## src/rtl/dts_pkg.sv

```systemverilog
package dts_pkg;

  localparam int MAX_TASKS = 8;
  localparam int IDX_W     = $clog2(MAX_TASKS);
  localparam int CNT_W     = 4;
  localparam int WORK_W    = 16;
  localparam int TIME_W    = 32;

  localparam logic CMD_LOAD = 1'b0;
  localparam logic CMD_TICK = 1'b1;

  localparam logic [CNT_W-1:0] TASK_COUNT_RESET = CNT_W'(1);
  localparam logic [WORK_W-1:0] WORK_MAX = '1;

  typedef struct packed {
    logic        command;
    logic [2:0]  task_index;
    logic [15:0] exec_time;
    logic [15:0] period;
    logic [15:0] rel_deadline;
  } in_t;

  typedef struct packed {
    logic [31:0] tick_time;
    logic        busy_res;
    logic [3:0]  task_id;
    logic [15:0] task_deadline;
  } out_t;

  typedef enum logic [1:0] {
    ST_IDLE,
    ST_SCAN,
    ST_COMMIT
  } state_t;

  typedef struct packed {
    logic load;
    logic start;
    logic step;
    logic commit;
  } dp_cmd_t;

  typedef struct packed {
    logic scan_last;
    logic out_busy;
  } dp_stat_t;

endpackage

```

## src/rtl/dts_ctrl.sv

```systemverilog
module dts_ctrl (
  input  logic              clk,
  input  logic              rst,
  input  logic              in_valid,
  input  logic              command,
  output logic              in_ready,
  input  dts_pkg::dp_stat_t stat,
  output dts_pkg::dp_cmd_t  cmd
);

  dts_pkg::state_t state;
  dts_pkg::state_t state_next;

  always_ff @(posedge clk) begin
    if (rst) begin
      state <= dts_pkg::ST_IDLE;
    end else begin
      state <= state_next;
    end
  end

  always_comb begin
    state_next = state;
    in_ready   = 1'b0;
    cmd        = '0;
    unique case (state)
      dts_pkg::ST_IDLE: begin
        in_ready = 1'b1;
        if (in_valid) begin
          if (command == dts_pkg::CMD_TICK) begin
            cmd.start  = 1'b1;
            state_next = dts_pkg::ST_SCAN;
          end else begin
            cmd.load = 1'b1;
          end
        end
      end
      dts_pkg::ST_SCAN: begin
        cmd.step = 1'b1;
        if (stat.scan_last) begin
          state_next = dts_pkg::ST_COMMIT;
        end
      end
      dts_pkg::ST_COMMIT: begin
        if (!stat.out_busy) begin
          cmd.commit = 1'b1;
          state_next = dts_pkg::ST_IDLE;
        end
      end
      default: begin
        state_next = dts_pkg::ST_IDLE;
      end
    endcase
  end

  a_scan_to_commit: assert property (@(posedge clk) disable iff (rst)
    (state == dts_pkg::ST_SCAN && stat.scan_last) |=> state == dts_pkg::ST_COMMIT)
    else $error("scan end did not reach commit");

endmodule

```

## src/rtl/dts_dp.sv

```systemverilog
module dts_dp (
  input  logic              clk,
  input  logic              rst,
  input  dts_pkg::in_t      in_data,
  input  logic              cfg_we,
  input  logic [3:0]        cfg_wdata,
  input  dts_pkg::dp_cmd_t  cmd,
  output dts_pkg::dp_stat_t stat,
  output logic              out_valid,
  input  logic              out_ready,
  output dts_pkg::out_t     out_data
);

  logic [dts_pkg::WORK_W-1:0] exec_table     [dts_pkg::MAX_TASKS];
  logic [dts_pkg::WORK_W-1:0] period_table   [dts_pkg::MAX_TASKS];
  logic [dts_pkg::WORK_W-1:0] deadline_table [dts_pkg::MAX_TASKS];
  logic [dts_pkg::WORK_W-1:0] pending_work   [dts_pkg::MAX_TASKS];
  logic [dts_pkg::TIME_W-1:0] release_time   [dts_pkg::MAX_TASKS];

  logic [dts_pkg::TIME_W-1:0] now;
  logic [dts_pkg::CNT_W-1:0]  task_count;
  logic [dts_pkg::IDX_W-1:0]  idx;
  logic                       found;
  logic [dts_pkg::IDX_W-1:0]  sel;
  logic [dts_pkg::WORK_W-1:0] best;

  logic [dts_pkg::CNT_W-1:0]  n_active;
  logic                       slot_active;
  logic                       slot_release;
  logic [dts_pkg::WORK_W:0]   work_sum;
  logic [dts_pkg::WORK_W-1:0] work_next;
  logic                       slot_better;
  logic                       out_busy;

  assign n_active = (task_count > dts_pkg::CNT_W'(dts_pkg::MAX_TASKS))
                    ? dts_pkg::CNT_W'(dts_pkg::MAX_TASKS) : task_count;
  assign slot_active  = dts_pkg::CNT_W'(idx) < n_active;
  assign slot_release = slot_active && (release_time[idx] == now);
  assign work_sum     = {1'b0, pending_work[idx]} + {1'b0, exec_table[idx]};
  assign work_next    = slot_release
                        ? (work_sum[dts_pkg::WORK_W] ? dts_pkg::WORK_MAX
                                                     : work_sum[dts_pkg::WORK_W-1:0])
                        : pending_work[idx];
  assign slot_better  = slot_active && (work_next != '0)
                        && (!found || deadline_table[idx] < best);

  assign out_busy       = out_valid && !out_ready;
  assign stat.out_busy  = out_busy;
  assign stat.scan_last = (idx == dts_pkg::IDX_W'(dts_pkg::MAX_TASKS - 1));

  always_ff @(posedge clk) begin
    if (rst) begin
      task_count <= dts_pkg::TASK_COUNT_RESET;
    end else if (cfg_we) begin
      task_count <= cfg_wdata;
    end
  end

  // task tables
  always_ff @(posedge clk) begin
    if (cmd.load) begin
      exec_table[in_data.task_index]     <= in_data.exec_time;
      period_table[in_data.task_index]   <= in_data.period;
      deadline_table[in_data.task_index] <= in_data.rel_deadline;
    end
  end

  always_ff @(posedge clk) begin
    if (rst) begin
      for (int i = 0; i < dts_pkg::MAX_TASKS; i++) begin
        pending_work[i] <= '0;
        release_time[i] <= '0;
      end
    end else if (cmd.load) begin
      pending_work[in_data.task_index] <= '0;
      release_time[in_data.task_index] <= '0;
    end else if (cmd.step) begin
      pending_work[idx] <= work_next;
      if (slot_release) begin
        release_time[idx] <= release_time[idx]
                             + dts_pkg::TIME_W'(period_table[idx]);
      end
    end else if (cmd.commit && found) begin
      pending_work[sel] <= pending_work[sel] - dts_pkg::WORK_W'(1);
    end
  end

  // scan state
  always_ff @(posedge clk) begin
    if (rst) begin
      idx   <= '0;
      found <= 1'b0;
    end else if (cmd.start) begin
      idx   <= '0;
      found <= 1'b0;
    end else if (cmd.step) begin
      idx <= idx + dts_pkg::IDX_W'(1);
      if (slot_better) begin
        found <= 1'b1;
      end
    end
  end

  always_ff @(posedge clk) begin
    if (cmd.step && slot_better) begin
      sel  <= idx;
      best <= deadline_table[idx];
    end
  end

  always_ff @(posedge clk) begin
    if (rst) begin
      now <= '0;
    end else if (cmd.commit) begin
      now <= now + dts_pkg::TIME_W'(1);
    end
  end

  // output word register
  always_ff @(posedge clk) begin
    if (rst) begin
      out_valid <= 1'b0;
    end else if (cmd.commit) begin
      out_valid <= 1'b1;
    end else if (out_ready) begin
      out_valid <= 1'b0;
    end
  end

  always_ff @(posedge clk) begin
    if (cmd.commit) begin
      out_data.tick_time <= now;
      out_data.busy_res  <= found;
      if (found) begin
        out_data.task_id       <= 4'({1'b0, sel}) + 4'd1;
        out_data.task_deadline <= best;
      end else begin
        out_data.task_id       <= '0;
        out_data.task_deadline <= '0;
      end
    end
  end

  a_commit_free: assert property (@(posedge clk) disable iff (rst)
    cmd.commit |-> !out_busy)
    else $error("commit over an untaken word");

  a_commit_word: assert property (@(posedge clk) disable iff (rst)
    cmd.commit |=> out_valid && out_data.tick_time == $past(now)
                   && now == $past(now) + dts_pkg::TIME_W'(1))
    else $error("committed word or time mismatch");

  a_busy_id: assert property (@(posedge clk) disable iff (rst)
    (out_valid && out_data.busy_res) |-> out_data.task_id != 4'd0)
    else $error("busy word without a task");

  a_idle_zero: assert property (@(posedge clk) disable iff (rst)
    (out_valid && !out_data.busy_res)
      |-> (out_data.task_id == 4'd0 && out_data.task_deadline == '0))
    else $error("idle word carries task fields");

endmodule

```

## src/rtl/deadline_tick_scheduler.sv

```systemverilog
// Periodic task scheduler with static deadline priority, one word per time
// tick. A load word (command 0) gives no result. A tick word (command 1)
// runs a pass that walks the task slots, releasing due tasks and keeping
// the best pending one, then commits the result into the output register.
// A new word is taken once the pass has committed, even while the result
// still waits in the output register; a tick's commit waits only for that
// register to free. task_count is written through cfg_we and cfg_wdata.
module deadline_tick_scheduler (
  input  logic          clk,
  input  logic          rst,
  input  logic          in_valid,
  output logic          in_ready,
  input  dts_pkg::in_t  in_data,
  output logic          out_valid,
  input  logic          out_ready,
  output dts_pkg::out_t out_data,
  input  logic          cfg_we,
  input  logic [3:0]    cfg_wdata
);

  dts_pkg::dp_cmd_t  cmd;
  dts_pkg::dp_stat_t stat;

  dts_ctrl u_ctrl (
    .clk      (clk),
    .rst      (rst),
    .in_valid (in_valid),
    .command  (in_data.command),
    .in_ready (in_ready),
    .stat     (stat),
    .cmd      (cmd)
  );

  dts_dp u_dp (
    .clk       (clk),
    .rst       (rst),
    .in_data   (in_data),
    .cfg_we    (cfg_we),
    .cfg_wdata (cfg_wdata),
    .cmd       (cmd),
    .stat      (stat),
    .out_valid (out_valid),
    .out_ready (out_ready),
    .out_data  (out_data)
  );

endmodule

```

## config.mk

```make
export PLATFORM = sky130hd
export DESIGN_NAME = deadline_tick_scheduler
export DESIGN_NICKNAME = d
export VERILOG_FILES = /design/src/rtl/dts_pkg.sv /design/src/rtl/dts_ctrl.sv /design/src/rtl/dts_dp.sv /design/src/rtl/deadline_tick_scheduler.sv
export SDC_FILE = /design/constraint.sdc
export NUM_CORES = 1
export LEC_CHECK = 0
export BUFFER_PORTS_ARGS = -buffer_cell sky130_fd_sc_hd__clkbuf_2
export CORE_MARGIN = 1.5
export CORE_UTILIZATION = 55
export DETAILED_ROUTE_END_ITERATION = 10
export PLACE_DENSITY = 0.87
export SETUP_SLACK_MARGIN = 0.5
export SYNTH_ARGS = -nofsm -noshare
export SYNTH_HDL_FRONTEND = slang
export SYNTH_HIERARCHICAL = 1
export SYNTH_SLANG_ARGS = --single-unit
```

## constraint.sdc

```tcl
create_clock -name clk -period 7.4 [get_ports clk]
set_input_delay 0.37 -clock clk [delete_from_list [all_inputs] [get_ports clk]]
set_output_delay 0.37 -clock clk [all_outputs]
set_load 0.1 [all_outputs]
```

Yosys cells after proc, flatten, opt, wreduce, memory -nomap -nowiden
Memory sizes are Yosys's and may differ from the RTL's. A register that Yosys moved wholly into a read port is not among the register bits.
Cells that the tools add are included.
Widths: inputs -> output; s select.
{ "totals": {"mem_count": 5, "ff_bits": 115, "mem_bits_rw": 768} }
{ "classes": {"n_reduce_logical": 20, "order_cmp": 3, "n_addsub": 6, "n_eq_ne": 8, "n_mux": 64} }
{ "memory_table": {"columns": ["memory", "words", "width", "read_ports", "rd_clocked_by_memory_dff", "wr", "line", "text"], "rows": [
  ["u_dp.release_time", 8, 32, 1, 1, 8, "dts_dp.sv:18", "logic [dts_pkg::TIME_W-1:0] release_time [dts_pkg::MAX_TASKS];"],
  ["u_dp.deadline_table", 8, 16, 1, 1, 1, "dts_dp.sv:16", "logic [dts_pkg::WORK_W-1:0] deadline_table [dts_pkg::MAX_TASKS];"],
  ["u_dp.exec_table", 8, 16, 1, 1, 1, "dts_dp.sv:14", "logic [dts_pkg::WORK_W-1:0] exec_table [dts_pkg::MAX_TASKS];"],
  ["u_dp.pending_work", 8, 16, 2, 2, 8, "dts_dp.sv:17", "logic [dts_pkg::WORK_W-1:0] pending_work [dts_pkg::MAX_TASKS];"],
  ["u_dp.period_table", 8, 16, 1, 1, 1, "dts_dp.sv:15", "logic [dts_pkg::WORK_W-1:0] period_table [dts_pkg::MAX_TASKS];"]
]} }
{ "ops": {"columns": ["cell", "count"], "rows": [
  ["$mux 16", 5],
  ["$mux 32", 2],
  ["$reduce_or 32->1", 2],
  ["$mux 3", 16],
  ["$reduce_or 16->1", 3],
  ["$mux 1", 33],
  ["$add 32x1->32 const B", 1],
  ["$add 32x16->32", 1],
  ["$eq 32x32->1", 1],
  ["$add 16x16->17", 1],
  ["$lt 16x16->1", 1],
  ["$reduce_bool 16->1", 1],
  ["$sub 16x1->16 const B", 1],
  ["$mux 2", 6],
  ["$ne 2x2->1 const B", 4],
  ["$logic_and 1x1->1", 6],
  ["$pmux 2 s3", 1],
  ["$add 3x1->4 const B", 1],
  ["$gt 4x4->1 const B", 1],
  ["$lt 3x4->1", 1],
  ["$mux 4", 1],
  ["$reduce_and 4->1", 1],
  ["$add 3x1->3 const B", 1],
  ["$eq 3x3->1 const B", 1],
  ["other kinds (8)", 9]
]} }

Logic depth before layout (Yosys ltp)
{ "logic_depth": {"ltp_word": 12, "mapped_depth": 23, "ltp_nobuf": 15} }

Modules after synthesis
The synthesis kept the hierarchy.
{ "modules_own_cells": {"columns": ["module", "area_per_inst_um2", "cells_each", "n_inst"], "rows": [
  ["dts_dp", 39863.2, 2561, 1],
  ["dts_ctrl", 118.9, 13, 1]
]} }

Worst setup path after synthesis
OpenSTA, ideal clock, no wires.
{ "synth_path": {"path_kind": "reg-to-reg", "start": "register u_dp.out_valid", "end": "memory u_dp/pending_work[3][0] (netlist name) (enable)", "arrival_ns": 7.695, "n_path_buf": 4, "stages_incl_launch_ff": 13, "setup_ns": 0.364, "period_less_slack_ns": 8.060, "slack_ns": -0.660, "required_ns": 7.036, "cell_sequence": "dfxtp_1 -> nor2b_1 -> buf_4 -> nor3b_1 -> clkbuf_1 -> nand2_1 -> nor4_1 -> clkbuf_1 -> a21oi_1 -> a21oi_1 -> nand3b_1 -> clkbuf_1 -> nand2_1"} }
{ "synth_rtl": {"columns": ["element", "line", "text"], "rows": [
  ["start: declaration", "dts_dp.sv:9", "output logic out_valid,"],
  ["start signal: assignment", "dts_dp.sv:122", "out_valid <= 1'b0;"],
  ["start signal: assignment", "dts_dp.sv:124", "out_valid <= 1'b1;"],
  ["start signal: assignment", "dts_dp.sv:126", "out_valid <= 1'b0;"],
  ["end: declaration", "dts_dp.sv:17", null]
]} }

==> results.toml <==
[power_and_ir_drop]
p_leak_nw = 14.9
p_per_area_mw_per_mm2 = 243
ir_worst_vdd_uv = 202

[layout]
finalNetCount = 2845
fin_util_pct = 62.2
syn2layout_area_growth_pct = 11.7
fillers = 4782
drive_gt1_share_pct = 22.4

[grt]
grt.busiest_layer = "met2"
met1_usage_pct = 34.6
grt_max_degree = 81
gr-total-overflow = 0
grtUsageMet3_pct = 6.36
use_met2_pct = 45.0
grt_antenna_before_repair = 7
track_usage_pct = 27.4
grt_pass1_wl_um = 152000
grt_pass1_vias = 25300

[route]
ant_nets = 0
drt-total-wl_um = 102000
drc_errors = 0
vias = 24800
firstDrtPassIters = 8
drtIter0Drc = 3428
viasPerCell = 6.63
wl_per_cell_um = 27.2

[timing]
hold_viol = 0
rsz0062_at_grt = "no"
setup_viol = 0
tns_ns = 0
period_needed_ns = 6.02
timing.fmax_mhz = 166
fin_crit_sh_pct = 81.4
worst_pin_slew_ns = 1.17
fin_worst_skew_ns = 0.0361
slew_violations = 0
slew_headroom_pct = 21.7

[worst_setup_path]
path_max_fanout = 80
path_buf_inv = 3
cp.arrival_ns = 6.35
crit_path_end_kind = "flip-flop"
cp-start-kind = "flip-flop"
rr_worst_depth = 12
cp_slowest_cell = "dfxtp_4"
cp.required_ns = 7.73
cp_top_family = "simple AND/OR/NAND/NOR gates"
cp.depth = 12
slowest_delay_ns = 1.12
worstSetupPathType = "flip-flop to flip-flop"
crit_chain = "buf_12, mux4_2, mux2_2, xnor2_1, nand3_1, nor4b_4, nand3_4, nor2_1, buf_4, nand4_1, nand3_1, buf_12"

[yosys]
ys_top_cells_by_area = "edfxtp_1 63%, mux4_2 11%, nor2_1 4.0%"
synth_common_cells = "840 x edfxtp_1, 423 x nor2_1, 196 x mux4_2, 113 x nand2_1, 86 x mux2i_1"
synth-async-reset-ratio_pct = 0
syn_inst = 2574
syn_area_mm2 = 0.0400
yosysWarnings = 6
avgSynthCellArea_um2 = 15.5
synth_top_flop_cell = "edfxtp_1"
syn_nets = 2691
yosysMostFrequentCell = "edfxtp_1"
yosysTopAreaCell = "edfxtp_1"
synth.distinct_cells = 82
synth_edf_count = 840
ys_ff_latch = 889
synth_top_area_share_pct = 63.1
yosysSeqAreaShare_pct = 65.5

[clock_network]
clk_latency_ns = 0.65
cts_tree = "built"
cts_root_buffer = "clkbuf_16"
postCtsSetupBuffers = 0
clk_pin_slew_ns = 0.07
cts_sinks = 889
numCtsBuffers = 83
cts_resized = 0
clockBufferDepth = 3
htreeDepth = 3

[floorplan]
die_h_um = 273
design.core.area_mm2 = 0.0717
die_area_mm2 = 0.0743
start_util_pct = 55.7
ioPinCount = 116
die_x_um = 273
rows = 98

[run_status]
outcome = "finished, final reports clean"

[placement]
place_congestion = 0.950
dp_hpwl_um = 59700
io_buffer_count = 115

[hold_path]
min_path_cells = 3
hold_path_class = "primary input to flip-flop"

[job]
maxCapViolCount = 0
-- state kept, by name, indices dropped and copies added (netlist names), named ones only --
| register | count |
|---|---|
| u_dp/best | 16 |
| u_dp/exec_table | 128 |
| u_dp/now | 32 |
| u_dp/period_table | 128 |
| u_dp/out_data | 53 |
| u_dp/release_time | 256 |
| u_dp/deadline_table | 128 |
| u_ctrl/state | 2 |
| u_dp/out_valid | 1 |
| u_dp/idx | 3 |
| u_dp/task_count | 4 |
| u_dp/sel | 3 |
| u_dp/pending_work | 128 |
| u_dp/found | 1 |
-- per-stage QoR --
| stage | hold WS, ns | setup WS (ns) | std cells | total power [W] | cell area [um^2] |
|---|---|---|---|---|---|
| after floorplan | 0.435 | 1.11 | 2574 | 0.00637 | 40000 |
| after global placement | 0.471 | 1.75 | 3563 | 0.00661 | 41700 |
| after detailed placement | 0.479 | 1.55 | 3563 | 0.00665 | 41700 |
| after CTS | 0.000341 | 1.52 | 3743 | 0.0108 | 44600 |
| after global routing | 0.00427 | 1.11 | 3747 | 0.0111 | 44600 |
| final | 0.00603 | 1.38 | 3748 | 0.0108 | 44600 |
-- final cells by class --
type | instances | area [um^2] | share of cell area, %
diodes | 5 | 12.5 | 0.0280
clock buffers | 107 | 2280 | 5.11
clock inverters | 43 | 397 | 0.888
inverters | 45 | 169 | 0.378
multi-input cells | 1511 | 13100 | 29.3
flip-flops and latches | 889 | 26200 | 58.7
well taps | 950 | 1190 | 2.66
repair buffers | 198 | 1310 | 2.94
-- power by group --
part | switching, W | total, W | leakage, nW | internal, W
Combinational | 0.000576 | 0.000933 | 5.13 | 0.000357
Clock | 0.00184 | 0.00423 | 1.31 | 0.00239
Sequential | 0.0000582 | 0.00567 | 8.43 | 0.00561
Total | 0.00247 | 0.0108 | 14.9 | 0.00836
-- cells in the final DEF (no fill, tap or decap), types with 30 or more instances in the layout --
master	n
edfxtp_1	840
nor2_1	417
mux4_2	196
clkbuf_2	115
nand2_1	113
clkbuf_16	87
mux2i_1	86
a21oi_1	76
mux2_2	76
xor2_1	62
ha_1	54
buf_4	50
xnor2_1	48
dfxtp_1	45
inv_1	42
nor3_1	37
nand3_1	35
o21ai_0	32
dlygate4sd3_1	30
-- worst min-delay path: cells and delay by family --
| kind | cells | cell delay (ns) |
|---|---|---|
| AND/OR/NAND/NOR | 1 | 0.09 |
| buffers and inverters | 1 | 0.08 |
| multiplexers | 1 | 0.06 |
-- layer usage --
metal	part of all wire, %	vias up	wire [um]
li1	-	10200	-
met1	35	12400	35400
met2	49	1884	49900
met3	12	382	11700
met4	4.8	4	4930
met5	0.023	-	23
-- worst paths after layout --
path / start / to / slack (ns)
max: flip-flop / u_dp/release_time[6][24] / 1.38
min: cfg_wdata[1] / u_dp/task_count[1] / 0.006
max reg2reg: flip-flop / u_dp/release_time[6][24] / 1.38
min reg2reg: u_dp/now[9] / u_dp/out_data[30] / 0.52
-- timing repair --
item                                   4_1_cts  5_1_grt
setup endpoints to repair                    0        0
hold buffers                                30        0
endpoints found under the hold margin      202        0
-- kinds of logic (layout without fill, tap and decap cells) --
kind of cell / Yosys count / in the layout / share of synthesized area, %
buffers and inverters: 174 / 393 / 1.96
xor gates and xnor gates: 110 / 110 / 2.41
AOI/OAI and AO/OA: 233 / 233 / 4.30
other: 0 / 5 / 0
muxes: 365 / 365 / 15.6
DFF: 889 / 889 / 65.5
adders and majority gates: 56 / 56 / 1.79
and+or+nand+nor: 747 / 747 / 8.40
(Power assumes the default switching activity.)
